File: src/rtl/core/qfd_pkg.sv
`timescale 1ns / 1ps
// ----------------------------------------------------------------------------
// qfd_pkg
// Shared types for the signed fixed-point divider pipeline.
// ----------------------------------------------------------------------------
package qfd_pkg;

  // Per-item control bits that ride along with the divide datapath
  typedef struct packed {
    logic neg;       // quotient sign: dividend and divisor signs differ
    logic div_zero;  // divisor is zero
  } qfd_flags_t;

endpackage

File: src/rtl/core/qfd_if.sv


interface qfd_out_if #(
  parameter int WORD_BITS = 32
);
  logic                        valid;
  logic                        ready;
  logic signed [WORD_BITS-1:0] quotient;
  logic                        error_flag;

  modport source (output valid, output quotient, output error_flag, input ready);
  modport sink   (input valid, input quotient, input error_flag, output ready);
endinterface

File: src/rtl/core/qfd_post.sv
`timescale 1ns / 1ps
// ----------------------------------------------------------------------------
// qfd_post
// Output stage: overflow check, sign restore and result register.
// ----------------------------------------------------------------------------
module qfd_post import qfd_pkg::*; #(
  parameter int WORD_BITS = 32,
  parameter int NUM_BITS  = 48
) (
  input  logic                clk_i,
  input  logic                rst_ni,
  input  logic                valid_i,
  output logic                ready_o,
  input  logic [NUM_BITS-1:0] numq_i,
  input  qfd_flags_t          flags_i,
  qfd_out_if.source           out_o
);

  logic                 valid_q;
  logic [WORD_BITS-1:0] quot_q, quot_d;
  logic                 err_q, err_d;
  logic                 upper_nz, ovf;
  logic [WORD_BITS-1:0] q_low;

  assign ready_o = !valid_q || out_o.ready;

  always_comb begin
    q_low = numq_i[WORD_BITS-1:0];
    if (NUM_BITS > WORD_BITS) begin
      upper_nz = |(numq_i >> WORD_BITS);
    end else begin
      upper_nz = 1'b0;
    end
    // magnitude above 2^(W-1), or equal to it for a positive result
    ovf = upper_nz ||
          (q_low[WORD_BITS-1] && ((|q_low[WORD_BITS-2:0]) || !flags_i.neg));
    err_d = flags_i.div_zero || ovf;
    if (err_d) begin
      quot_d = '0;
    end else if (flags_i.neg) begin
      quot_d = WORD_BITS'(-q_low);
    end else begin
      quot_d = q_low;
    end
  end

  always_ff @(posedge clk_i or negedge rst_ni) begin
    if (!rst_ni) begin
      valid_q <= 1'b0;
    end else if (ready_o) begin
      valid_q <= valid_i;
    end
  end

  always_ff @(posedge clk_i) begin
    if (valid_i && ready_o) begin
      quot_q <= quot_d;
      err_q  <= err_d;
    end
  end

  assign out_o.valid      = valid_q;
  assign out_o.quotient   = quot_q;
  assign out_o.error_flag = err_q;

endmodule
File: src/flat_wrapper.sv
// flat-port wrapper written by rule: the top's interface ports become plain ports
module qfd_post_flat import qfd_pkg::*;
#(
  parameter int WORD_BITS = 32,
  parameter int NUM_BITS  = 48
)
  (clk_i, rst_ni, valid_i, ready_o, numq_i, flags_i, out_o_valid, out_o_quotient, out_o_error_flag, out_o_ready);
  qfd_out_if #(.WORD_BITS(WORD_BITS)) out_o_i ();
  input  logic clk_i;
  input  logic rst_ni;
  input  logic valid_i;
  output logic ready_o;
  input  logic [NUM_BITS-1:0] numq_i;
  input  qfd_flags_t flags_i;
  output wire logic [$bits(out_o_i.valid)-1:0] out_o_valid;
  output wire logic [$bits(out_o_i.quotient)-1:0] out_o_quotient;
  output wire logic [$bits(out_o_i.error_flag)-1:0] out_o_error_flag;
  input wire logic [$bits(out_o_i.ready)-1:0] out_o_ready;
  assign out_o_valid = out_o_i.valid;
  assign out_o_quotient = out_o_i.quotient;
  assign out_o_error_flag = out_o_i.error_flag;
  assign out_o_i.ready = out_o_ready;
  qfd_post #(.WORD_BITS(WORD_BITS), .NUM_BITS(NUM_BITS)) u_core (.clk_i(clk_i), .rst_ni(rst_ni), .valid_i(valid_i), .ready_o(ready_o), .numq_i(numq_i), .flags_i(flags_i), .out_o(out_o_i));
endmodule
File: config.mk
export PLATFORM = sky130hd
export DESIGN_NAME = qfd_post_flat
export DESIGN_NICKNAME = d
export VERILOG_FILES = /design/src/rtl/core/qfd_pkg.sv /design/src/rtl/core/qfd_if.sv /design/src/rtl/core/qfd_post.sv /design/src/flat_wrapper.sv
export SDC_FILE = /design/constraint.sdc
export NUM_CORES = 1
export LEC_CHECK = 0
export BUFFER_PORTS_ARGS = -buffer_cell sky130_fd_sc_hd__buf_2
export CAP_MARGIN = 20
export CORE_ASPECT_RATIO = 0.9
export CORE_MARGIN = 2
export CORE_UTILIZATION = 52
export CTS_BUF_LIST = sky130_fd_sc_hd__clkbuf_4 sky130_fd_sc_hd__clkbuf_8
export CTS_CLUSTER_SIZE = 28
export DETAILED_ROUTE_END_ITERATION = 7
export GPL_TIMING_DRIVEN = 0
export PLACE_DENSITY_LB_ADDON = 0.05
export SLEW_MARGIN = 5
export SYNTH_ARGS = -nofsm -noshare
export SYNTH_HDL_FRONTEND = slang
export SYNTH_SLANG_ARGS = --single-unit
File: constraint.sdc
create_clock -name clk_i -period 2.5 [get_ports clk_i]
set_input_delay 0.25 -clock clk_i [delete_from_list [all_inputs] [get_ports clk_i]]
set_output_delay 0.25 -clock clk_i [all_outputs]
set_load 0.01 [all_outputs]
### Yosys cells after proc, flatten, opt, wreduce, memory -nomap -nowiden

Cells that the tools add are included.

* bits in registers: 34
* latch bits: 0
* bits in writable memories: 0
* memory bits (read-only): 0
* input port bits: 54
* output and inout port bits: 35
* memories kept: 0

* add/subtract/negate cells: 1
* $mul: 0
* divide/modulo/power cells: 0
* magnitude comparators: 0
* eq/ne operators: 0
* shift operators: 0
* mux-type cells: 1
* bitwise logic cells: 0
* reduce and logical (&&, ||, !) cells: 10

Operator list (number)
* $mux 32: 1
* $neg 32->32: 1
* $reduce_or 31->1: 1
* $reduce_or 16->1: 1
* $logic_or 1x1->1: 4
* $logic_and 1x1->1: 2
* $logic_not 1->1: 2

### Depth between registers and ports, before layout

* word-level depth: 5
* gate-level depth with buffers: 8
* gate-level depth less buffers: 7

### Worst setup path after synthesis

No wires, ideal clock.

* kind: input to register
* start point: input port numq_i[0]
* end point: register u_core.err_q (netlist: u_core.out_o.error_flag), data pin
* setup time: 0.258 ns
* arrival: 1.639 ns
* required time: 2.242 ns
* path slack: 0.603 ns
* cell stages on the path: 7
* cells stage by stage: inv_1 > ha_1 > nor2b_1 > nand4_4 > o41ai_2 > nand2_2 > buf_6

* cells in the longest elaborated chain, start to end: 5

RTL lines
* start, declared: line flat_wrapper.sv:13 `input logic [NUM_BITS-1:0] numq_i;`
* $reduce_or 31->1: line qfd_post.sv:36 `(q_low[WORD_BITS-1] && ((|q_low[WORD_BITS-2:0]) || !flags_i.neg));`
* $logic_or 1x1->1: line qfd_post.sv:36
* $logic_and 1x1->1: line qfd_post.sv:36
* $logic_or 1x1->1: line qfd_post.sv:35 `ovf = upper_nz ||`
* $logic_or 1x1->1: line qfd_post.sv:37 `err_d = flags_i.div_zero || ovf;`
* net u_core.err_d: line qfd_post.sv:21 `logic err_q, err_d;`
* end signal, assigned: line qfd_post.sv:58 `err_q <= err_d;`
* end, declared: line qfd_post.sv:21

The timed path passes the listed nets, and every way through them passes these cells.
A chain may end at the register's enable or synchronous reset.

### Worst setup path after layout

* start point: input port numq_i[0]
* end point: register u_core.quot_q[11] (netlist: u_core.out_o.quotient[11]), data pin

* cells in the longest elaborated chain, start to end: 5

RTL lines
* $reduce_or 31->1: line qfd_post.sv:36
* $logic_or 1x1->1: line qfd_post.sv:36
* $logic_and 1x1->1: line qfd_post.sv:36
* $logic_or 1x1->1: line qfd_post.sv:35
* $logic_or 1x1->1: line qfd_post.sv:37
* net u_core.err_d: line qfd_post.sv:21
* end signal, assigned: line qfd_post.sv:57 `quot_q <= quot_d;`
* end, declared: line qfd_post.sv:20 `logic [WORD_BITS-1:0] quot_q, quot_d;`

The timed path passes the listed nets, and every way through them passes these cells.

==> reports/qor.yml <==
ys_seq_elements: 34
maxSlewViolCount: 0
routed_wl_um: 4350
num_vias: 1775
min_path_type: "input pin to register"
rrSetupSlack_ns: 0.85
setup_viol_count_final: 0
synth_cells: 186
worstMarginPinSlew_ns: 0.776
dp_hpwl_um: 3450
drt_drc_violations_left: 0
crit_required_ns: 2.64
grt_pass1_vias: 1642
whs_path_depth: 2
clk_path_buf_depth: 2
die_w_um: 69.2
mostFrequentLayoutCells: "88 x buf_2, 34 x nor2_1, 33 x edfxtp_1"
crit_fanout: 10
ys_seq_area_share_pct: 51.0
vdd.ir_drop.worst_mv: 0.237
finalCriticalPeriod_ns: 2.02
multi_input_area_um2: 923
cts_setup_buffers: 0
startpoint_type: "input pin"
n_fill_cell: 279
cp.arrival_ns: 2.16
synth.avg_cell_area_um2: 10.7
rr_endpoint: "u_core.out_o.quotient[14]$_SDFFCE_PP0P_"
die_area_um2: 4340
nNetsFinal: 338
period_share_pct: 80.7
crit_chain: "buf_2 > inv_1 > ha_1 > nor2b_1 > nand4_4 > o41ai_2 > nand2_2 > buf_6 > nor2_1"
busiest_layer: "met2"
ios: 89
final_cells: 330
use_met2_pct: 35.6
clockRootBuffer: "clkbuf_8"
reg2reg_depth: 3
placedCellCount: 321
core_um2: 3700
wl_per_cell_um: 13.2
criticalPathCategory: "input pin to register"
holdPathEnd: "u_core.out_o.valid$_DFFE_PN0N_"
slowest_delay_ns: 0.41
clkTransAtPathRegs_ns: 0.06
clock_latency_ns: 0.28
async_reset_ff_share_pct: 2.94
critPathBufInv: 3
slew_headroom_pct: 48.3
finalHoldViolations: 0
use_met3_pct: 6.94
grt_pass1_wl_um: 7380
grt_max_degree: 20
area_delta_synth_final_pct: 30.9
syn_nets: 241
yosysWarnings: 0
rsz0062_at_grt: "no"
start_util_pct: 53.8
p_per_area_nw_per_um2: 474
via_per_inst: 5.38
cts_tree: "built"
dr.pass1.iters: 4
regToRegStartpoint: "u_core.out_o.valid$_DFFE_PN0N_"
n_antenna_cell: 0
drive_above_1_share_pct: 37.3
crit_family: "simple AND/OR/NAND/NOR gates"
end_kind: "register"
grt_antenna_before_repair: 0
outcome: "finished, final reports clean"
drt_iter0_drc: 141
synth_edf_count: 33
tns_ns: 0
grt_util_met1_pct: 27.0
port_buffers: 88
finalClockSkew_ns: 0.00462
crit_slowest_cell: "o41ai_2"
drv_cap: 0
synthFlopType: "edfxtp_1"
gp_congestion: 0.849
min_from: "valid_i"
die_y_um: 62.7
synthDistinctLibCells: 31
grt_usage_pct: 21.6
syn_area_um2: 1990
htreeDepth: 2
regArea_um2: 1020
row_count: 21
numCtsBuffers: 5
antenna_left: 0
numClockSinks: 34
layout_commonest_cell: "buf_2"
grt.overflow.total: 0
max_freq_ghz: 0.496
leakagePower_nw: 1.09
[Yosys cell counts, types with 2 or more instances]
cell type,count,share of area [%]
or3_1,5,1.6
nand3_1,4,1.0
buf_6,3,1.7
edfxtp_1,33,50
nor2_1,34,6.4
nor4_1,7,2.2
o41ai_1,4,1.8
nor2b_1,2,0.63
nor2_2,3,0.94
xor2_1,29,13
clkbuf_1,2,0.38
nand2_1,12,2.3
o21ai_0,10,2.5
inv_1,2,0.38
nand4_1,5,1.6
nand2b_1,4,1.3
o31ai_1,10,3.8
nor3_1,4,1.0
[sequential cells by signal, summed over array words and instances (netlist names)]
signal,flops
u_core.out_o.error_flag,1
u_core.out_o.valid,1
u_core.out_o.quotient,32
[timing repair]
action / in CTS / in global routing
hold endpoints to repair: 1 / 0
endpoints found under the setup margin: 0 / 0
hold buffers: 1 / 0
resized for setup: 0 / 0
[kinds of logic after synthesis]
family                   Yosys count  share of synthesized area (%)
AO/OA/AOI/OAI                     25                           8.86
XOR/XNOR                          30                           13.2
adder cells (fa/ha/maj)            1                          0.628
buffers and inverters              8                           2.64
flip-flops                        34                           51.0
multiplexers                       1                          0.503
AND/OR/NAND/NOR                   87                           23.2
[metrics by stage]
stage                     util (%)  setup slack, ns  hold slack [ns]  power (mW)  area, µm²
after floorplan                  -            0.603          -0.0456       0.764       1990
after global placement        67.2            0.254           0.0250       0.862       2490
after detailed placement      68.0            0.181           0.0265       0.871       2520
after CTS                     70.4            0.477            0.161        1.24       2610
after global routing          70.4            0.291            0.182        1.30       2610
final                         70.4            0.483            0.164        1.24       2610
[where the power goes]
group / switching, mW / internal, mW / total, mW
combinational: 0.118 / 0.0908 / 0.209
clock: 0.191 / 0.186 / 0.377
sequential: 0.00487 / 0.646 / 0.651
[worst max-delay path by stage]
stage,start,endpoint,slack [ns],cells after the start
finish,numq_i[0],u_core.out_o.quotient[11]$_SDFFCE_PP0P_,0.48,9
global route,numq_i[0],u_core.out_o.quotient[8]$_SDFFCE_PP0P_,0.29,9
CTS,numq_i[0],u_core.out_o.quotient[11]$_SDFFCE_PP0P_,0.48,9
detailed placement,numq_i[0],u_core.out_o.error_flag$_DFFE_PP_,0.18,8
global placement,numq_i[0],u_core.out_o.error_flag$_DFFE_PP_,0.25,8
floorplan,numq_i[0],u_core.out_o.error_flag$_DFFE_PP_,0.60,7
[routing by layer]
layer / vias to the layer above / wire (µm)
met5: - / 0
met4: 0 / 75
met3: 8 / 355
met2: 70 / 2030
met1: 820 / 1890
li1: 877 / -
[final cells by class]
class | instances | area share [%]
Clock inverter | 3 | 0.432
Clock buffer | 5 | 2.64
Sequential cell | 34 | 39.0
Timing Repair Buffer | 90 | 18.3
Buffer | 6 | 1.73
Inverter | 2 | 0.288
Tap cell | 46 | 2.21
Multi-Input combinational cell | 144 | 35.4
Power figures use the tool's default switching activity.
