File: config.mk
export PLATFORM = sky130hd
export DESIGN_NAME = qfd_div_stage
export DESIGN_NICKNAME = d
export VERILOG_FILES = /design/src/rtl/core/qfd_pkg.sv /design/src/rtl/core/qfd_div_stage.sv
export SDC_FILE = /design/constraint.sdc
export NUM_CORES = 1
export LEC_CHECK = 0
export ABC_AREA = 1
export BUFFER_PORTS_ARGS = -buffer_cell sky130_fd_sc_hd__buf_2
export CORE_UTILIZATION = 50
export CTS_CLUSTER_SIZE = 25
export DETAILED_ROUTE_END_ITERATION = 8
export GPL_ROUTABILITY_DRIVEN = 0
export MAX_ROUTING_LAYER = met4
export PLACE_DENSITY_LB_ADDON = 0.25
export RECOVER_POWER = 100
export SLEW_MARGIN = 20
export SYNTH_ARGS = -nofsm -noshare
export SYNTH_HDL_FRONTEND = slang
export SYNTH_SLANG_ARGS = --single-unit
File: constraint.sdc
create_clock -name clk_i -period 17.1 [get_ports clk_i]
set_input_delay 5.13 -clock clk_i [delete_from_list [all_inputs] [get_ports clk_i]]
set_output_delay 5.13 -clock clk_i [all_outputs]
set_load 0.05 [all_outputs]
File: src/rtl/core/qfd_pkg.sv
`timescale 1ns / 1ps
// ----------------------------------------------------------------------------
// qfd_pkg
// Shared types for the signed fixed-point divider pipeline.
// ----------------------------------------------------------------------------
package qfd_pkg;

  // Per-item control bits that ride along with the divide datapath
  typedef struct packed {
    logic neg;       // quotient sign: dividend and divisor signs differ
    logic div_zero;  // divisor is zero
  } qfd_flags_t;

endpackage

File: src/rtl/core/qfd_div_stage.sv
`timescale 1ns / 1ps
// ----------------------------------------------------------------------------
// qfd_div_stage
// One pipeline stage of restoring division: STEPS quotient bits per stage.
// ----------------------------------------------------------------------------
module qfd_div_stage import qfd_pkg::*; #(
  parameter int WORD_BITS = 32,
  parameter int NUM_BITS  = 48,
  parameter int STEPS     = 4
) (
  input  logic                 clk_i,
  input  logic                 rst_ni,
  input  logic                 valid_i,
  output logic                 ready_o,
  input  logic [WORD_BITS-1:0] rem_i,
  input  logic [NUM_BITS-1:0]  numq_i,
  input  logic [WORD_BITS-1:0] mb_i,
  input  qfd_flags_t           flags_i,
  output logic                 valid_o,
  input  logic                 ready_i,
  output logic [WORD_BITS-1:0] rem_o,
  output logic [NUM_BITS-1:0]  numq_o,
  output logic [WORD_BITS-1:0] mb_o,
  output qfd_flags_t           flags_o
);

  logic                 valid_q;
  logic [WORD_BITS-1:0] rem_q, rem_d;
  logic [NUM_BITS-1:0]  numq_q, numq_d;
  logic [WORD_BITS-1:0] mb_q;
  qfd_flags_t           flags_q;

  assign ready_o = !valid_q || ready_i;

  // numq holds unconsumed numerator bits at the top, quotient bits shift
  // in at the bottom; after all stages it is the full quotient.
  always_comb begin
    logic [WORD_BITS+1:0] diff;
    logic                 qbit;
    rem_d  = rem_i;
    numq_d = numq_i;
    for (int s = 0; s < STEPS; s++) begin
      diff   = {1'b0, rem_d, numq_d[NUM_BITS-1]} - {2'b00, mb_i};
      qbit   = !diff[WORD_BITS+1];
      rem_d  = qbit ? diff[WORD_BITS-1:0] : {rem_d[WORD_BITS-2:0], numq_d[NUM_BITS-1]};
      numq_d = {numq_d[NUM_BITS-2:0], qbit};
    end
  end

  always_ff @(posedge clk_i or negedge rst_ni) begin
    if (!rst_ni) begin
      valid_q <= 1'b0;
    end else if (ready_o) begin
      valid_q <= valid_i;
    end
  end

  always_ff @(posedge clk_i) begin
    if (valid_i && ready_o) begin
      rem_q   <= rem_d;
      numq_q  <= numq_d;
      mb_q    <= mb_i;
      flags_q <= flags_i;
    end
  end

  assign valid_o = valid_q;
  assign rem_o   = rem_q;
  assign numq_o  = numq_q;
  assign mb_o    = mb_q;
  assign flags_o = flags_q;

endmodule

# Word level (Yosys, flattened, before mapping)
# Cells that the tools add are included.
op_classes:
  add_sub_neg: 4
  mux: 4
  reduce_logical: 7
ops:
  columns: ["operator", "count"]
  rows:
  - ["33-bit by 32-bit subtractor with 34-bit output", 4]
  - ["32-bit two-way mux", 4]
  - ["1-bit logical NOT", 5]
  - ["1-bit logical AND", 1]
  - ["1-bit logical OR", 1]
word_totals:
  register_bits: 115
  out_inout_bits: 116
  wordCells: 21
  in_bits: 118

# Longest topological paths before layout
logic_depth:
  word_depth: 8
  mapped_depth: 62
  depth_no_buf: 59

# Least setup slack after synthesis
# OpenSTA, ideal clock, no wires.
synth_path:
  path_type: "input to register"
  startpoint: "input port mb_i[24]"
  endpoint: "register rem_q[16] (netlist: rem_o[16]), data pin"
  setup_ps: 130
  setup_slack_ps: 4399
  path_buffers: 7
  arrival_time_ps: 12572
  stages: 55
  required_ps: 16970
  cell_sequence: "inv_1 > ha_1 > nand2_1 > inv_1 > a21oi_1 > o21ai_1 > a21oi_2 > nand2_2 > buf_4 > buf_2 > or2_2 > nand2_1 > inv_1 > ha_1 > nand2_1 > nor4_1 > nand3_1 > nand3_1 > [... 19 more ...] > nand2_1 > inv_1 > ha_1 > a21oi_1 > inv_1 > nor2_1 > o21ai_0 > nand2_1 > nand3_1 > nand2_1 > o211ai_1 > nand2_1 > o211ai_1 > a21oi_1 > buf_2 > buf_4 > nand3_2 > nand2_1"
synth_between:
  elab_chain_cells: 8
synth_rtl:
  columns: ["element", "line", "text"]
  rows:
  - ["start: declaration", "qfd_div_stage.sv:17", "input logic [WORD_BITS-1:0] mb_i,"]
  - ["33-bit by 32-bit subtractor with 34-bit output", "qfd_div_stage.sv:43", "diff = {1'b0, rem_d, numq_d[NUM_BITS-1]} - {2'b00, mb_i};"]
  - ["32-bit two-way mux", "qfd_div_stage.sv:45", "rem_d = qbit ? diff[WORD_BITS-1:0] : {rem_d[WORD_BITS-2:0], numq_d[NUM_BITS-1]};"]
  - ["33-bit by 32-bit subtractor with 34-bit output", "qfd_div_stage.sv:43", null]
  - ["32-bit two-way mux", "qfd_div_stage.sv:45", null]
  - ["33-bit by 32-bit subtractor with 34-bit output", "qfd_div_stage.sv:43", null]
  - ["32-bit two-way mux", "qfd_div_stage.sv:45", null]
  - ["33-bit by 32-bit subtractor with 34-bit output", "qfd_div_stage.sv:43", null]
  - ["32-bit two-way mux (*)", "qfd_div_stage.sv:45", null]
  - ["via rem_d[16]", "qfd_div_stage.sv:28", "logic [WORD_BITS-1:0] rem_q, rem_d;"]
  - ["end signal: assignment", "qfd_div_stage.sv:60", "rem_q <= rem_d;"]
  - ["end: declaration", "qfd_div_stage.sv:28", null]
# The timed path passes the listed nets; every way through them passes the cells marked *.
# A chain may end at the register's enable or synchronous reset.

# Worst setup path after layout
layout_path:
  startpoint: "input port mb_i[1]"
  endpoint: "register rem_q[17] (netlist: rem_o[17]), data pin"
# Same word-level chain as after synthesis.

==> flow_summary.rst <==
.. list-table::
   :header-rows: 1

   * - Metric
     - Value
   * - Status
     - finished with violations
   * - Violations in the final reports
     - DRC, capacitance limit, slew limit
   * - Top_reg_cell synth
     - edfxtp_1
   * - Metal-1 WL
     - 16.0 mm
   * - Worst-case clock buffer depth
     - 2
   * - Largest fanout on the critical path
     - 46
   * - CTS tree
     - built
   * - CORE AREA
     - 24300 um^2
   * - Dominant cell type by count on the critical path
     - nand2_1
   * - Number of clock sinks seen by CTS
     - around 120
   * - Critical path arrival
     - 15.88 ns
   * - Pin count of the biggest net entering global routing
     - 77
   * - Post-Place Cells
     - ~2200
   * - Via-per-instance ratio
     - 5.48
   * - Number of cells produced by synthesis
     - roughly 1700
   * - Most frequent cells in the layout
     - nand2_1, inv_1, a21oi_1
   * - Async set-reset flop share out of synthesis
     - 0.00870
   * - Final Hold Viols
     - 0
   * - Area growth from synthesis to layout
     - 14.7%
   * - Routed wire per std cell
     - 15.8 um
   * - WP data required
     - 17.24 ns
   * - Setup TNS after final layout
     - 0 ns
   * - CTS H-tree depth
     - 4
   * - Total DRC errors in the routed layout
     - 1
   * - GRT Residual Overflow
     - 0
   * - Met2 wirelength from detailed routing
     - 16.4 mm
   * - Final setup violation count
     - 0
   * - Start-to-end type of the worst setup path
     - in -> reg
   * - Post-place instance area
     - between 10000 and 15000 um^2
   * - PortBufs
     - 233
   * - Pins over their slew limit
     - 110
   * - Layout Cell Area excl Fill
     - roughly 14000 um^2
   * - Total I/O pin count
     - 234
   * - Chip Width
     - 159 um
   * - Filler cell count in the final layout
     - 2337
   * - Area of the mapped netlist
     - 12400 um^2
   * - Number of setup buffers added after CTS
     - 0
   * - Clock transition at the registers of the reported paths
     - 0.06 ns
   * - Core Rows
     - 57
   * - DR top layer
     - met4
   * - Cell at the root of the clock tree
     - clkbuf_16
   * - Clock insertion delay at the later pin of the skew report
     - approximately 0.4 ns
   * - Overall die area
     - 25400 um^2
   * - Number of clock buffers inserted by TritonCTS
     - 17
   * - Die extent in y
     - 159 um
   * - Max_cap viols
     - 2
   * - Path class of the lowest-slack min-delay path
     - reg -> reg
   * - VDD IR-drop max
     - 0.131 mV
   * - Element type at the critical path start
     - primary input
   * - Total inserted antenna cells
     - 0
   * - Highest Clock Rate
     - 0.0635 GHz
   * - Wire length of the first global-routing pass
     - 56.6 mm
   * - Share of final-layout standard cells stronger than drive strength 1
     - 0.109
   * - Number of DRC markers after the initial detailed-route iteration
     - 1027
   * - Final worst clock skew
     - just over 0.007 ns
   * - Number of buffers inserted for hold repair after clock tree synthesis
     - 0
   * - Unrepaired setup endpoints after global routing
     - false
   * - Count of cells resized by post-cts repair
     - 0
   * - Post-synth cell types
     - 51
   * - Final Instance Count excl. Fillers
     - ~2300
   * - Static Leakage
     - between 6 and 7 nW
   * - Half-perimeter wire length of the detailed placement result
     - 29.6 mm
   * - Initial antenna violation count
     - 0
   * - TritonRoute pass-1 iters
     - 7
   * - Tcrit/Tclk final
     - 0.920
   * - Global-route usage over all layers
     - 0.288
   * - PD cells
     - 222 nW/um^2
   * - Number of warnings printed during yosys synthesis
     - 0
   * - Hold WS
     - 0.525 ns
   * - Number of flops mapped to enable cells by yosys
     - 114
   * - Tightest slew margin relative to the limit
     - -1.64
   * - Effective utilization at floorplan
     - 0.509
   * - Total via count after detailed routing
     - about 12000
   * - Seq/Total Area, Yosys
     - 0.279
   * - Synth Register Bits
     - 115
   * - Most common cell after layout, fill and taps aside
     - nand2_1
   * - Vias in the first global route
     - 11516
   * - Synthesized Nets
     - 1961
   * - Worst path slowest cell
     - inv_1
   * - Total wire length after detailed routing
     - between 30 and 40 mm
   * - Crit path largest cell delay
     - 0.52 ns
   * - Clock period minus final worst setup slack
     - 15.74 ns
   * - Overall power consumption
     - 3.15 mW
   * - Mean post-synth cell area
     - 7.24 um^2
   * - Final nets
     - between 2000 and 2500
   * - Kind of capture point of the worst setup path
     - flop
   * - Routed length on met3
     - 2.53 mm
   * - Transition time of the tightest slew-check pin
     - 3.95 ns
   * - Residual antenna-violating net count after detailed routing
     - 0
==> through the flow <==
| step | setup slack, ns | utilization |
|---|---|---|
| 6_report | 1.36 | 0.584 |
| 5_1_grt | 0.462 | 0.584 |
| 4_1_cts | 1.96 | 0.592 |
| 3_5_place_dp | 1.57 | 0.568 |
| 3_3_place_gp | 1.93 | 0.568 |
| 2_1_floorplan | 4.40 | - |
==> layer usage <==
metal | vias up | track usage
met5 | - | -
met3 | 66 | 0.0352
met2 | 543 | 0.470
met1 | 5635 | 0.375
met4 | 0 | 0.0852
li1 | 6235 | -
==> power breakdown <==
part / leakage, nW / switching, mW / total, mW / internal [mW]
registers: 1.10 / 0.0189 / 0.464 / 0.445
logic: 5.33 / 1.56 / 2.33 / 0.765
clock network: 0.277 / 0.138 / 0.354 / 0.216
total: 6.70 / 1.72 / 3.15 / 1.43
==> area by class of cell <==
class                      count  area, um^2  area share
multi-input combinational   1354        7930       0.558
sequential                   115        3450       0.243
timing repair buffer         238        1030      0.0727
inverter                     213         800      0.0563
clock buffer                  18         429      0.0302
tap                          324         405      0.0286
clock inverter                14         154      0.0108
==> state kept, by name, summed over array words and instances, names as in the netlist <==
register	count
mb_o	32
valid_o	1
numq_o	48
flags_o	2
rem_o	32
==> Yosys cell counts (7+ instances only) <==
master,n,area share
nand3_2,15,0.012
o21bai_1,9,0.0055
a21oi_1,151,0.061
o21ai_1,22,0.0089
nand2_1,475,0.14
o211ai_1,7,0.0042
inv_1,207,0.063
nand2_2,8,0.0040
or2_2,11,0.0056
a31oi_1,11,0.0056
buf_4,8,0.0049
buf_6,7,0.0064
xnor2_1,48,0.034
clkbuf_1,8,0.0024
nand3_1,86,0.035
xor2_1,53,0.037
o21ai_2,19,0.013
ha_1,128,0.13
nor2_1,107,0.032
a21o_1,13,0.0079
o21ai_0,100,0.040
nand3b_1,8,0.0049
edfxtp_1,114,0.28
nand4_1,12,0.0061
nor3_1,18,0.0073
==> kinds of logic after synthesis <==
group	synth area share
simple gates	0.268
compound gates	0.165
buf+inv	0.0807
fa+ha+maj	0.136
flops	0.279
xor+xnor	0.0715
==> worst paths after layout <==
check                                            to  depth (start not counted)           startpoint  slack [ns]
worst min-delay path            valid_o$_DFFE_PN0N_                          2  valid_o$_DFFE_PN0N_        0.53
worst max register to register  rem_o[31]$_DFFE_PP_                          2  valid_o$_DFFE_PN0N_       12.78
min in group asynchronous       valid_o$_DFFE_PN0N_                          1               rst_ni        4.48
max in group asynchronous       valid_o$_DFFE_PN0N_                          1               rst_ni       12.54
worst max-delay path            rem_o[17]$_DFFE_PP_                         53              mb_i[1]        1.36
worst min register to register  valid_o$_DFFE_PN0N_                          2  valid_o$_DFFE_PN0N_        0.53
==> critical path, delay by kind of cell <==
kind,cells,cell delay [ns]
buffers and inverters,7,1.62
AO/OA/AOI/OAI,14,2.64
AND/OR/NAND/NOR,28,5.07
adder cells (fa/ha/maj),4,1.35
Note: power is estimated with default switching activity, not from simulation.
