===== config.mk =====
export PLATFORM = sky130hd
export DESIGN_NAME = qfd_prep_flat
export DESIGN_NICKNAME = d
export VERILOG_FILES = /design/src/rtl/core/qfd_pkg.sv /design/src/rtl/core/qfd_if.sv /design/src/rtl/core/qfd_prep.sv /design/src/flat_wrapper.sv
export SDC_FILE = /design/constraint.sdc
export NUM_CORES = 1
export LEC_CHECK = 0
export BUFFER_PORTS_ARGS = -buffer_cell sky130_fd_sc_hd__clkbuf_2
export CAP_MARGIN = 20
export CORE_AREA = 2 2 91 93
export DETAILED_ROUTE_END_ITERATION = 10
export DIE_AREA = 0 0 93 95
export GPL_TIMING_DRIVEN = 0
export PLACE_DENSITY = 0.78
export SLEW_MARGIN = 40
export SYNTH_ARGS = -nofsm -noshare
export SYNTH_HDL_FRONTEND = slang
export SYNTH_SLANG_ARGS = --single-unit

===== constraint.sdc =====
create_clock -name clk_i -period 2.8 [get_ports clk_i]
set_clock_uncertainty 0.05 [all_clocks]
set_input_delay 0.14 -clock clk_i [delete_from_list [all_inputs] [get_ports clk_i]]
set_output_delay 0.14 -clock clk_i [all_outputs]
set_load 0.005 [all_outputs]

===== src/rtl/core/qfd_pkg.sv =====
`timescale 1ns / 1ps
// ----------------------------------------------------------------------------
// qfd_pkg
// Shared types for the signed fixed-point divider pipeline.
// ----------------------------------------------------------------------------
package qfd_pkg;

  // Per-item control bits that ride along with the divide datapath
  typedef struct packed {
    logic neg;       // quotient sign: dividend and divisor signs differ
    logic div_zero;  // divisor is zero
  } qfd_flags_t;

endpackage


===== src/rtl/core/qfd_if.sv =====
`timescale 1ns / 1ps
// ----------------------------------------------------------------------------
// qfd_in_if / qfd_out_if
// Valid/ready stream channels for divider operands and results.
// ----------------------------------------------------------------------------
interface qfd_in_if #(
  parameter int WORD_BITS = 32
);
  logic                        valid;
  logic                        ready;
  logic signed [WORD_BITS-1:0] dividend;
  logic signed [WORD_BITS-1:0] divisor;

  modport source (output valid, output dividend, output divisor, input ready);
  modport sink   (input valid, input dividend, input divisor, output ready);
endinterface



===== src/rtl/core/qfd_prep.sv =====
`timescale 1ns / 1ps
// ----------------------------------------------------------------------------
// qfd_prep
// Input stage: takes operand magnitudes, quotient sign and zero-divisor flag.
// ----------------------------------------------------------------------------
module qfd_prep import qfd_pkg::*; #(
  parameter int WORD_BITS = 32,
  parameter int FRAC_BITS = 16
) (
  input  logic                           clk_i,
  input  logic                           rst_ni,
  qfd_in_if.sink                         in_i,
  output logic                           valid_o,
  input  logic                           ready_i,
  output logic [WORD_BITS+FRAC_BITS-1:0] numq_o,
  output logic [WORD_BITS-1:0]           mb_o,
  output qfd_flags_t                     flags_o
);

  logic                 valid_q;
  logic [WORD_BITS-1:0] ma_q, ma_d;
  logic [WORD_BITS-1:0] mb_q, mb_d;
  qfd_flags_t           flags_q, flags_d;
  logic                 a_neg, b_neg;

  assign in_i.ready = !valid_q || ready_i;

  always_comb begin
    a_neg = in_i.dividend[WORD_BITS-1];
    b_neg = in_i.divisor[WORD_BITS-1];
    // most negative input maps to 2^(W-1), still fits unsigned W bits
    ma_d = a_neg ? WORD_BITS'(-in_i.dividend) : WORD_BITS'(in_i.dividend);
    mb_d = b_neg ? WORD_BITS'(-in_i.divisor) : WORD_BITS'(in_i.divisor);
    flags_d.neg      = a_neg ^ b_neg;
    flags_d.div_zero = (in_i.divisor == '0);
  end

  always_ff @(posedge clk_i or negedge rst_ni) begin
    if (!rst_ni) begin
      valid_q <= 1'b0;
    end else if (in_i.ready) begin
      valid_q <= in_i.valid;
    end
  end

  always_ff @(posedge clk_i) begin
    if (in_i.valid && in_i.ready) begin
      ma_q    <= ma_d;
      mb_q    <= mb_d;
      flags_q <= flags_d;
    end
  end

  assign valid_o = valid_q;
  assign numq_o  = {ma_q, {FRAC_BITS{1'b0}}};
  assign mb_o    = mb_q;
  assign flags_o = flags_q;

endmodule


===== src/flat_wrapper.sv =====
// flat-port wrapper written by rule: the top's interface ports become plain ports
module qfd_prep_flat import qfd_pkg::*;
#(
  parameter int WORD_BITS = 32,
  parameter int FRAC_BITS = 16
)
  (clk_i, rst_ni, valid_o, ready_i, numq_o, mb_o, flags_o, in_i_valid, in_i_dividend, in_i_divisor, in_i_ready);
  qfd_in_if #(.WORD_BITS(WORD_BITS)) in_i_i ();
  input  logic clk_i;
  input  logic rst_ni;
  output logic valid_o;
  input  logic ready_i;
  output logic [WORD_BITS+FRAC_BITS-1:0] numq_o;
  output logic [WORD_BITS-1:0] mb_o;
  output qfd_flags_t flags_o;
  input wire logic [$bits(in_i_i.valid)-1:0] in_i_valid;
  input wire logic [$bits(in_i_i.dividend)-1:0] in_i_dividend;
  input wire logic [$bits(in_i_i.divisor)-1:0] in_i_divisor;
  output wire logic [$bits(in_i_i.ready)-1:0] in_i_ready;
  assign in_i_i.valid = in_i_valid;
  assign in_i_i.dividend = in_i_dividend;
  assign in_i_i.divisor = in_i_divisor;
  assign in_i_ready = in_i_i.ready;
  qfd_prep #(.WORD_BITS(WORD_BITS), .FRAC_BITS(FRAC_BITS)) u_core (.clk_i(clk_i), .rst_ni(rst_ni), .in_i(in_i_i), .valid_o(valid_o), .ready_i(ready_i), .numq_o(numq_o), .mb_o(mb_o), .flags_o(flags_o));
endmodule

## Yosys cells after proc, flatten, opt, wreduce, memory -nomap -nowiden

Index checks and enable logic that the tools add are counted.
Widths: inputs -> output; s select.

| storage, ports and cells | value |
|---|---|
| word-level logic and storage cells | 16 |
| input bits | 68 |
| bits in registers | 67 |

| cells by class | value |
|---|---|
| reduce and logical (&&, ||, !) cells | 4 |
| muxes and demuxes | 2 |
| bitwise operators | 1 |
| $add $sub $neg | 2 |

Operators by type and width:

| cell | count |
|---|---|
| $neg 32->32 | 2 |
| $mux 31 | 2 |
| $logic_not 32->1 | 1 |
| $logic_and 1x1->1 | 1 |
| $logic_not 1->1 | 1 |
| $logic_or 1x1->1 | 1 |
| $xor 1x1->1 | 1 |

## Depth between registers and ports, before layout

Gate-level depths: netlist of the first run.

| depth | value |
|---|---|
| depth in word-level cells | 3 |
| gate-level depth with buffers | 6 |
| gate-level depth less buffers | 6 |

## Worst setup path after synthesis of the first run

Ideal clock, no wire load.

| path | value |
|---|---|
| kind | reg-to-reg |
| from | reg u_core.valid_q, in the netlist u_core.valid_o |
| to | reg u_core.flags_q (netlist bit u_core.flags_o[0]), enable pin |
| library setup time | 431 ps |
| data required time | 2319 ps |
| arrival | 2074 ps |
| buffers on the path | 0 |
| path slack | 245 ps |
| cell stages (with the launch flop) | 3 |
| path through | dfrtp_1 > nand2b_1 > and2_1 |

| between the ends | value |
|---|---|
| cells in the longest elaborated chain, start to end | 3 |

Ends and longest elaborated chain:

| what | RTL line | text |
|---|---|---|
| start, declared | qfd_prep.sv:20 | `logic valid_q;` |
| start signal, assigned | qfd_prep.sv:42 | `valid_q <= in_i.valid;` |
| $logic_not 1->1 | qfd_prep.sv:26 | `assign in_i.ready = !valid_q \|\| ready_i;` |
| $logic_or 1x1->1 | qfd_prep.sv:26 |  |
| via in_i_ready | flat_wrapper.sv:19 | `output wire logic [$bits(in_i_i.ready)-1:0] in_i_ready;` |
| $logic_and 1x1->1 | qfd_prep.sv:47 | `if (in_i.valid && in_i.ready) begin` |
| end signal, assigned | qfd_prep.sv:50 | `flags_q <= flags_d;` |
| end, declared | qfd_prep.sv:23 | `qfd_flags_t flags_q, flags_d;` |

The timed path passes the listed nets, and every way through them passes these cells.
A chain may end at the register's enable or synchronous reset.

## Worst setup path after layout of the first run

| path | value |
|---|---|
| from | in in_i_dividend[0] |
| to | reg u_core.ma_q[26], data pin |

| between the ends | value |
|---|---|
| cells in the longest elaborated chain, start to end | 2 |

Ends and longest elaborated chain:

| what | RTL line | text |
|---|---|---|
| start, declared | flat_wrapper.sv:17 | `input wire logic [$bits(in_i_i.dividend)-1:0] in_i_dividend;` |
| $neg 32->32 | qfd_prep.sv:32 | `ma_d = a_neg ? WORD_BITS'(-in_i.dividend) : WORD_BITS'(in_i.dividend);` |
| $mux 31 | qfd_prep.sv:32 |  |
| via u_core.ma_d[26] | qfd_prep.sv:21 | `logic [WORD_BITS-1:0] ma_q, ma_d;` |
| end signal, assigned | qfd_prep.sv:48 | `ma_q <= ma_d;` |
| end, declared | qfd_prep.sv:21 |  |

The timed path passes the listed nets, and every way through them passes these cells.

==> flow_metrics.tcl, run 1 <==
set metrics [dict create \
    status "completed" \
    wirelength_microns 8633 \
    grt_pass1_wl_microns 13110 \
    netlist_top_cells_count "66 x edfxtp_1, 58 x xnor2_1, 23 x nand2_1" \
    wire_per_inst_microns 15.09 \
    irDropWorstVdd_v 0.0002285 \
    path_clk_slew_ps 70 \
    fmax_mhz 514.1 \
    setup_slack_ps 854.7 \
    fillers 694 \
    synth_xor_area_frac 0.1410 \
    clock_path_buffers 2 \
    clkLatencyLatePin_ps 330 \
    drtAntennaViolNets 0 \
    post_dp_cell_area_sq_um 4547 \
    powerDensity_nw_per_um2 478.7 \
    r2r_end "u_core.mb_o[9]" \
    worstHoldPathType "primary input to flip-flop" \
    synth_fa_ha_area_frac 0.01365 \
    vias_per_cell 5.063 \
    initial_core_util 0.4624 \
    diodes 0 \
    io_buffer_count 134 \
    drc 0 \
    ys.flop_type "edfxtp_1" \
    cts-resized-gates 0 \
    path_cells "dlygate4sd3_1 -> clkbuf_2 -> inv_1 -> ha_1 -> nor2b_1 -> nand4_1 -> o31ai_1 -> xnor2_1" \
    crit_path_max_fanout 4 \
    stdcell_area_sq_um 4747 \
    die_area_sq_um 8835 \
    synth_top_area_frac 0.5406 \
    synth_cells 297 \
    grt_pass1_vias 2692 \
    antenna_found_initial 0 \
    gr-total-overflow 0 \
    ys_seq_elements 67 \
    min_from "in_i_divisor[28]" \
    clock-sinks 67 \
    synth_top_area_cell "edfxtp_1" \
    path_class "primary input to flip-flop" \
    start_kind "primary input" \
    avgSynthCellArea_sq_um 12.34 \
    synth-edff-count 66 \
    final.period_utilization 0.6947 \
    dp_hpwl_microns 6670 \
    p_int_w 0.001694 \
    yosys.area_share.simple 0.1505 \
    place_ws_ps 751.3 \
    synth.area.mux_share 0 \
    switching_share 0.2544 \
    area_growth_pct 29.49 \
    cts-root-buf "clkbuf_8" \
    regToRegStartpoint "u_core.valid_o" \
    cts_buffers 9 \
    drtPass1Iterations 4 \
    synth.cell_area_sq_um 3666 \
    cp_slowest_stage_delay_ps 540 \
    groute.usage.overall 0.1929 \
    path_delay_family "buffers and inverters" \
    whs_path_depth 2 \
    path_buf_inv 3 \
    synth_top_family_by_area "simple AND/OR/NAND/NOR gates" \
    grt_max_degree 35 \
    power_frac_comb 0.172 \
    gp_congestion 0.8798 \
    worstPathArrival_ps 1980 \
    ys_types 37 \
    worst_pin_slew_ps 647.8 \
    slew_viol_final 0 \
    drv_cap 0 \
    synth_compound_area_frac 0.09898 \
    synth.most_common_cell "edfxtp_1" \
    placeableCoreArea_sq_um 7928 \
    async_flop_share 0.01493 \
    power.switching_w 0.0005781 \
    end_kind "flip-flop" \
    clkPwrFrac 0.292 \
    worst_r2r_path_depth 3 \
    power_frac_seq 0.536 \
    die_w_microns 93 \
    min_period_ps 1945 \
    final_hold_viol_count 0 \
    via_count 2896 \
    rsz0062_at_grt "false" \
    finalSetupViolations 0 \
    cp_slowest_cell "dlygate4sd3_1" \
    nets 534 \
    slew_headroom 0.5642 \
    required_ps 2830 \
    cts_tree "built" \
    ios 152 \
    die_y_microns 95 \
    drt-initial-drc-count 131 \
    fp-row-count 33 \
    leakagePower_nw 1.846 \
    yosys_warnings 0 \
    hold_path_end "u_core.mb_o[28]" \
    seq_area_frac_synth 0.5474 \
    ys_top_cells_by_area "edfxtp_1 54%, xnor2_1 14%, o31ai_1 3.7%, buf_4 3.3%, o41ai_1 2.6%" \
    regToRegSetupSlack_ps 1220 \
    cts-htree-levels 3 \
    drive_gt1_frac 0.3854 \
]
==> flip-flops by register name, indices dropped and copies added (netlist names) <==
name            cells
u_core.valid_o      1
u_core.mb_o        32
u_core.flags_o      2
u_core.ma_q        32
==> per-stage QoR <==
step,hold WS (ps),power [W],cells,utilization,setup TNS (ps)
after global placement,-135.1,0.001614,551,0.5707,-18610
after CTS,46.44,0.002289,572,0.5988,0
after global routing,44.88,0.002375,572,0.5988,0
after detailed placement,-134.2,0.001626,552,0.5735,0
after floorplan,-205.6,0.001432,312,-,0
final,66.77,0.002272,572,0.5988,0
==> worst max path at each step <==
stage               slack (ps)              from  cells after the start                end
floorplan                  240    u_core.valid_o                      2  u_core.flags_o[0]
global placement          -280    u_core.valid_o                      2     u_core.mb_o[5]
detailed placement         750  in_i_divisor[11]                      5    u_core.mb_o[26]
CTS                        890  in_i_dividend[0]                      8    u_core.ma_q[26]
global route               770   in_i_divisor[0]                      7    u_core.mb_o[27]
finish                     850  in_i_dividend[0]                      8    u_core.ma_q[26]
==> area by class of cell <==
cell class	instances	area, sq um	area share
buffer	25	155.1	0.03268
clock buffer	10	127.6	0.02688
clock inverter	6	32.53	0.006853
inverter	5	18.77	0.003954
multi-input combinational	215	1544	0.3253
sequential	67	2007	0.4228
tap	105	131.4	0.02768
timing repair buffer	139	730.7	0.1539
==> cells by family (layout without fill, tap and decap cells) <==
group / count (synthesis) / count (layout)
flip-flops: 67 / 67
buffers and inverters: 30 / 185
other: 1 / 16
AND/OR/NAND/NOR: 89 / 89
AO/OA/AOI/OAI: 47 / 47
adder cells (fa/ha/maj): 4 / 4
XOR/XNOR: 59 / 59
==> what timing repair did <==
item	4_1_cts	5_1_grt
hold buffers	4	0
setup buffers	0	0
endpoints found under the hold margin	4	0
==> placed cells by master, fill, tap and decap left out, types with 2 or more instances in the layout <==
cell type	count
clkbuf_2	134
edfxtp_1	66
xnor2_1	58
nand2_1	23
o31ai_1	18
buf_4	16
conb_1	16
o21ai_0	14
o41ai_1	11
nor2_1	10
nand3_1	9
clkbuf_1	9
clkbuf_8	9
or3_1	6
inv_1	5
nor4_1	5
nand2b_1	5
nand3b_1	4
nand4b_1	4
ha_1	4
dlygate4sd3_1	4
nor4_2	3
nand4_1	3
nor3_1	3
o41ai_2	3
nor4_4	2
or4_4	2
or2b_1	2
clkinv_1	2
clkinvlp_4	2
clkinv_2	2
==> power by group through the flow <==
stage	clock network, W	logic [W]	registers (W)
2_1_floorplan	0	0.000181	0.00125
3_3_place_gp	0	0.000371	0.00124
3_5_place_dp	0	0.000386	0.00124
4_1_cts	0.000679	0.000391	0.00122
5_1_grt	0.000723	0.000428	0.00122
6_report	0.000664	0.000390	0.00122
==> routing by layer <==
layer  share of wire  track usage  vias up  routed length, microns
met5               0            0        -                       0
met4           0.026      0.08701        0                     221
met3           0.048      0.02793       20                     412
met2            0.48       0.3056      113                    4149
met1            0.45       0.2645     1345                    3849
li1                -            -     1418                       -
==> worst reg2reg max path, stage by stage, from the launching register on <==
cell and delay (ps):
dfrtp_1 370, nand2b_1 110, and2_4 450, buf_12 280
(Power assumes the default switching activity.)
==> run 2: changes to the inputs <==
Clock period 2.8 ns to 1.9 ns, I/O delays scaled along.
==> run 2 against run 1 <==
  * Register-to-register slack got worse by 930 ps
  * Final area unchanged
  * Critical path depth decreased by 3
  * Count of clock-buffer cells in the layout unchanged
  * Flip-flop and latch count unchanged
  * Final cell count decreased by 0.17%
  * Non-clock buffer count unchanged
  * Sequential share of layout area unchanged
  * Sequential power increased by 48%
  * Setup slack got worse by 670 ps
  * Die area unchanged
  * Clock power increased by 44%
  * Largest cell class unchanged
==> flow_metrics.tcl, run 2 (synthesized netlist as in run 1, its figures left out) <==
set metrics [dict create \
    worst_pin_slew_ps 621.9 \
    cts_buffers 9 \
    required_ps 1930 \
    tns_ps 0 \
    powerDensity_nw_per_um2 701.8 \
    drt-met1-wl_microns 3848 \
    top_layer "met4" \
    fmax_mhz 581.5 \
    clock_path_buffers 2 \
    slew_viol_final 0 \
    placeableCoreArea_sq_um 7928 \
    mostFrequentLayoutCells "134 x clkbuf_2, 66 x edfxtp_1, 58 x xnor2_1" \
    final_core_util 0.5988 \
    worstHoldPathType "primary input to async pin" \
    met3_length_microns 592 \
    die_area_sq_um 8835 \
    leakagePower_nw 1.849 \
    cts-htree-levels 3 \
    crit_path_max_fanout 9 \
    worstPathArrival_ps 1750 \
    die_y_microns 95 \
    wl_met2_microns 4441 \
    antenna_found_initial 0 \
    nets 534 \
    finalSetupViolations 0 \
    wirelength_microns 9091 \
    drive_gt1_frac 0.3863 \
    drtAntennaViolNets 0 \
    irDropWorstVdd_v 0.0002864 \
    wire_per_inst_microns 15.92 \
    status "completed" \
    drtPass1Iterations 4 \
    dp_hpwl_microns 6935 \
    final_hold_viol_count 0 \
    path_class "primary input to flip-flop" \
    area_growth_pct 29.49 \
    end_kind "flip-flop" \
    clkLatencyLatePin_ps 330 \
    gr-total-overflow 0 \
    gp_congestion 0.8864 \
    via_count 2962 \
    path_clk_slew_ps 80 \
    slew_headroom 0.5854 \
    diodes 0 \
    start_kind "primary input" \
    min_period_ps 1720 \
    whs_ps 16.62 \
    groute.usage.overall 0.2019 \
    rsz0062_at_grt "false" \
    drv_cap 0 \
    cts-root-buf "clkbuf_8" \
    final.period_utilization 0.9052 \
    die_w_microns 93 \
    final_common_cell "clkbuf_2" \
    drt-initial-drc-count 143 \
    drc 0 \
    vias_per_cell 5.187 \
    cts_tree "built" \
    grt_max_degree 35 \
    ios 152 \
    grt_pass1_vias 2721 \
    initial_core_util 0.4624 \
    clock-sinks 67 \
    grt_pass1_wl_microns 13630 \
    fp-row-count 33 \
    io_buffer_count 134 \
]
[run 2: layout make-up]
class                           count  area [sq um]
Timing Repair Buffer              139         730.7
Clock inverter                      5         21.27
Multi-Input combinational cell    215          1555
Sequential cell                    67          2007
Tap cell                          105         131.4
Clock buffer                       10         127.6
Fill cell                         703          3181
Buffer                             25         155.1
Inverter                            5         18.77
[run 2: critical path: stages]
cell and delay [ps]:
clkbuf_2 120, nor4_2 460, nand4b_2 390, o41ai_1 530, xnor2_1 140
[run 2: worst paths after layout]
kind	startpoint	end	slack, ps	cells after the start
worst min-delay path	rst_ni	u_core.valid_o	20	2
min in group clk_i	in_i_divisor[9]	u_core.mb_o[9]	30	2
max in group asynchronous	rst_ni	u_core.valid_o	1700	2
worst max register to register	u_core.valid_o	u_core.mb_o[10]	290	3
worst max-delay path	in_i_divisor[7]	u_core.mb_o[30]	180	5
worst min register to register	u_core.valid_o	u_core.valid_o	510	2
[run 2: timing repair]
| action | CTS | global route |
|---|---|---|
| endpoints found under the hold margin | 4 | 0 |
| buffers inserted | 0 | 0 |
| endpoints found under the setup margin | 0 | 2 |
| resized for setup | 0 | 2 |
| hold buffers | 4 | 0 |
[run 2: layer usage]
layer / vias to the layer above / GRT usage
li1: 1422 / -
met1: 1394 / 0.2714
met2: 126 / 0.3291
met3: 20 / 0.02394
met4: 0 / 0.09314
met5: - / 0
[run 2: power breakdown]
part	internal [W]	switching, W	leakage, nW
registers	0.00177	0.0000298	0.641
clock network	0.000449	0.000506	0.0784
logic	0.000272	0.000310	1.13
total	0.00249	0.000845	1.85
[run 2: through the flow]
step | cell area [sq um] | instances | total power (W) | setup slack [ps]
detailed placement | 4547 | 552 | 0.002398 | -226.1
finish | 4747 | 571 | 0.003332 | 180.2
global route | 4747 | 571 | 0.003475 | 27.29
CTS | 4736 | 571 | 0.003341 | 126.8
floorplan | 3724 | 312 | 0.002107 | 65.88
global placement | 4526 | 551 | 0.002376 | -200.8
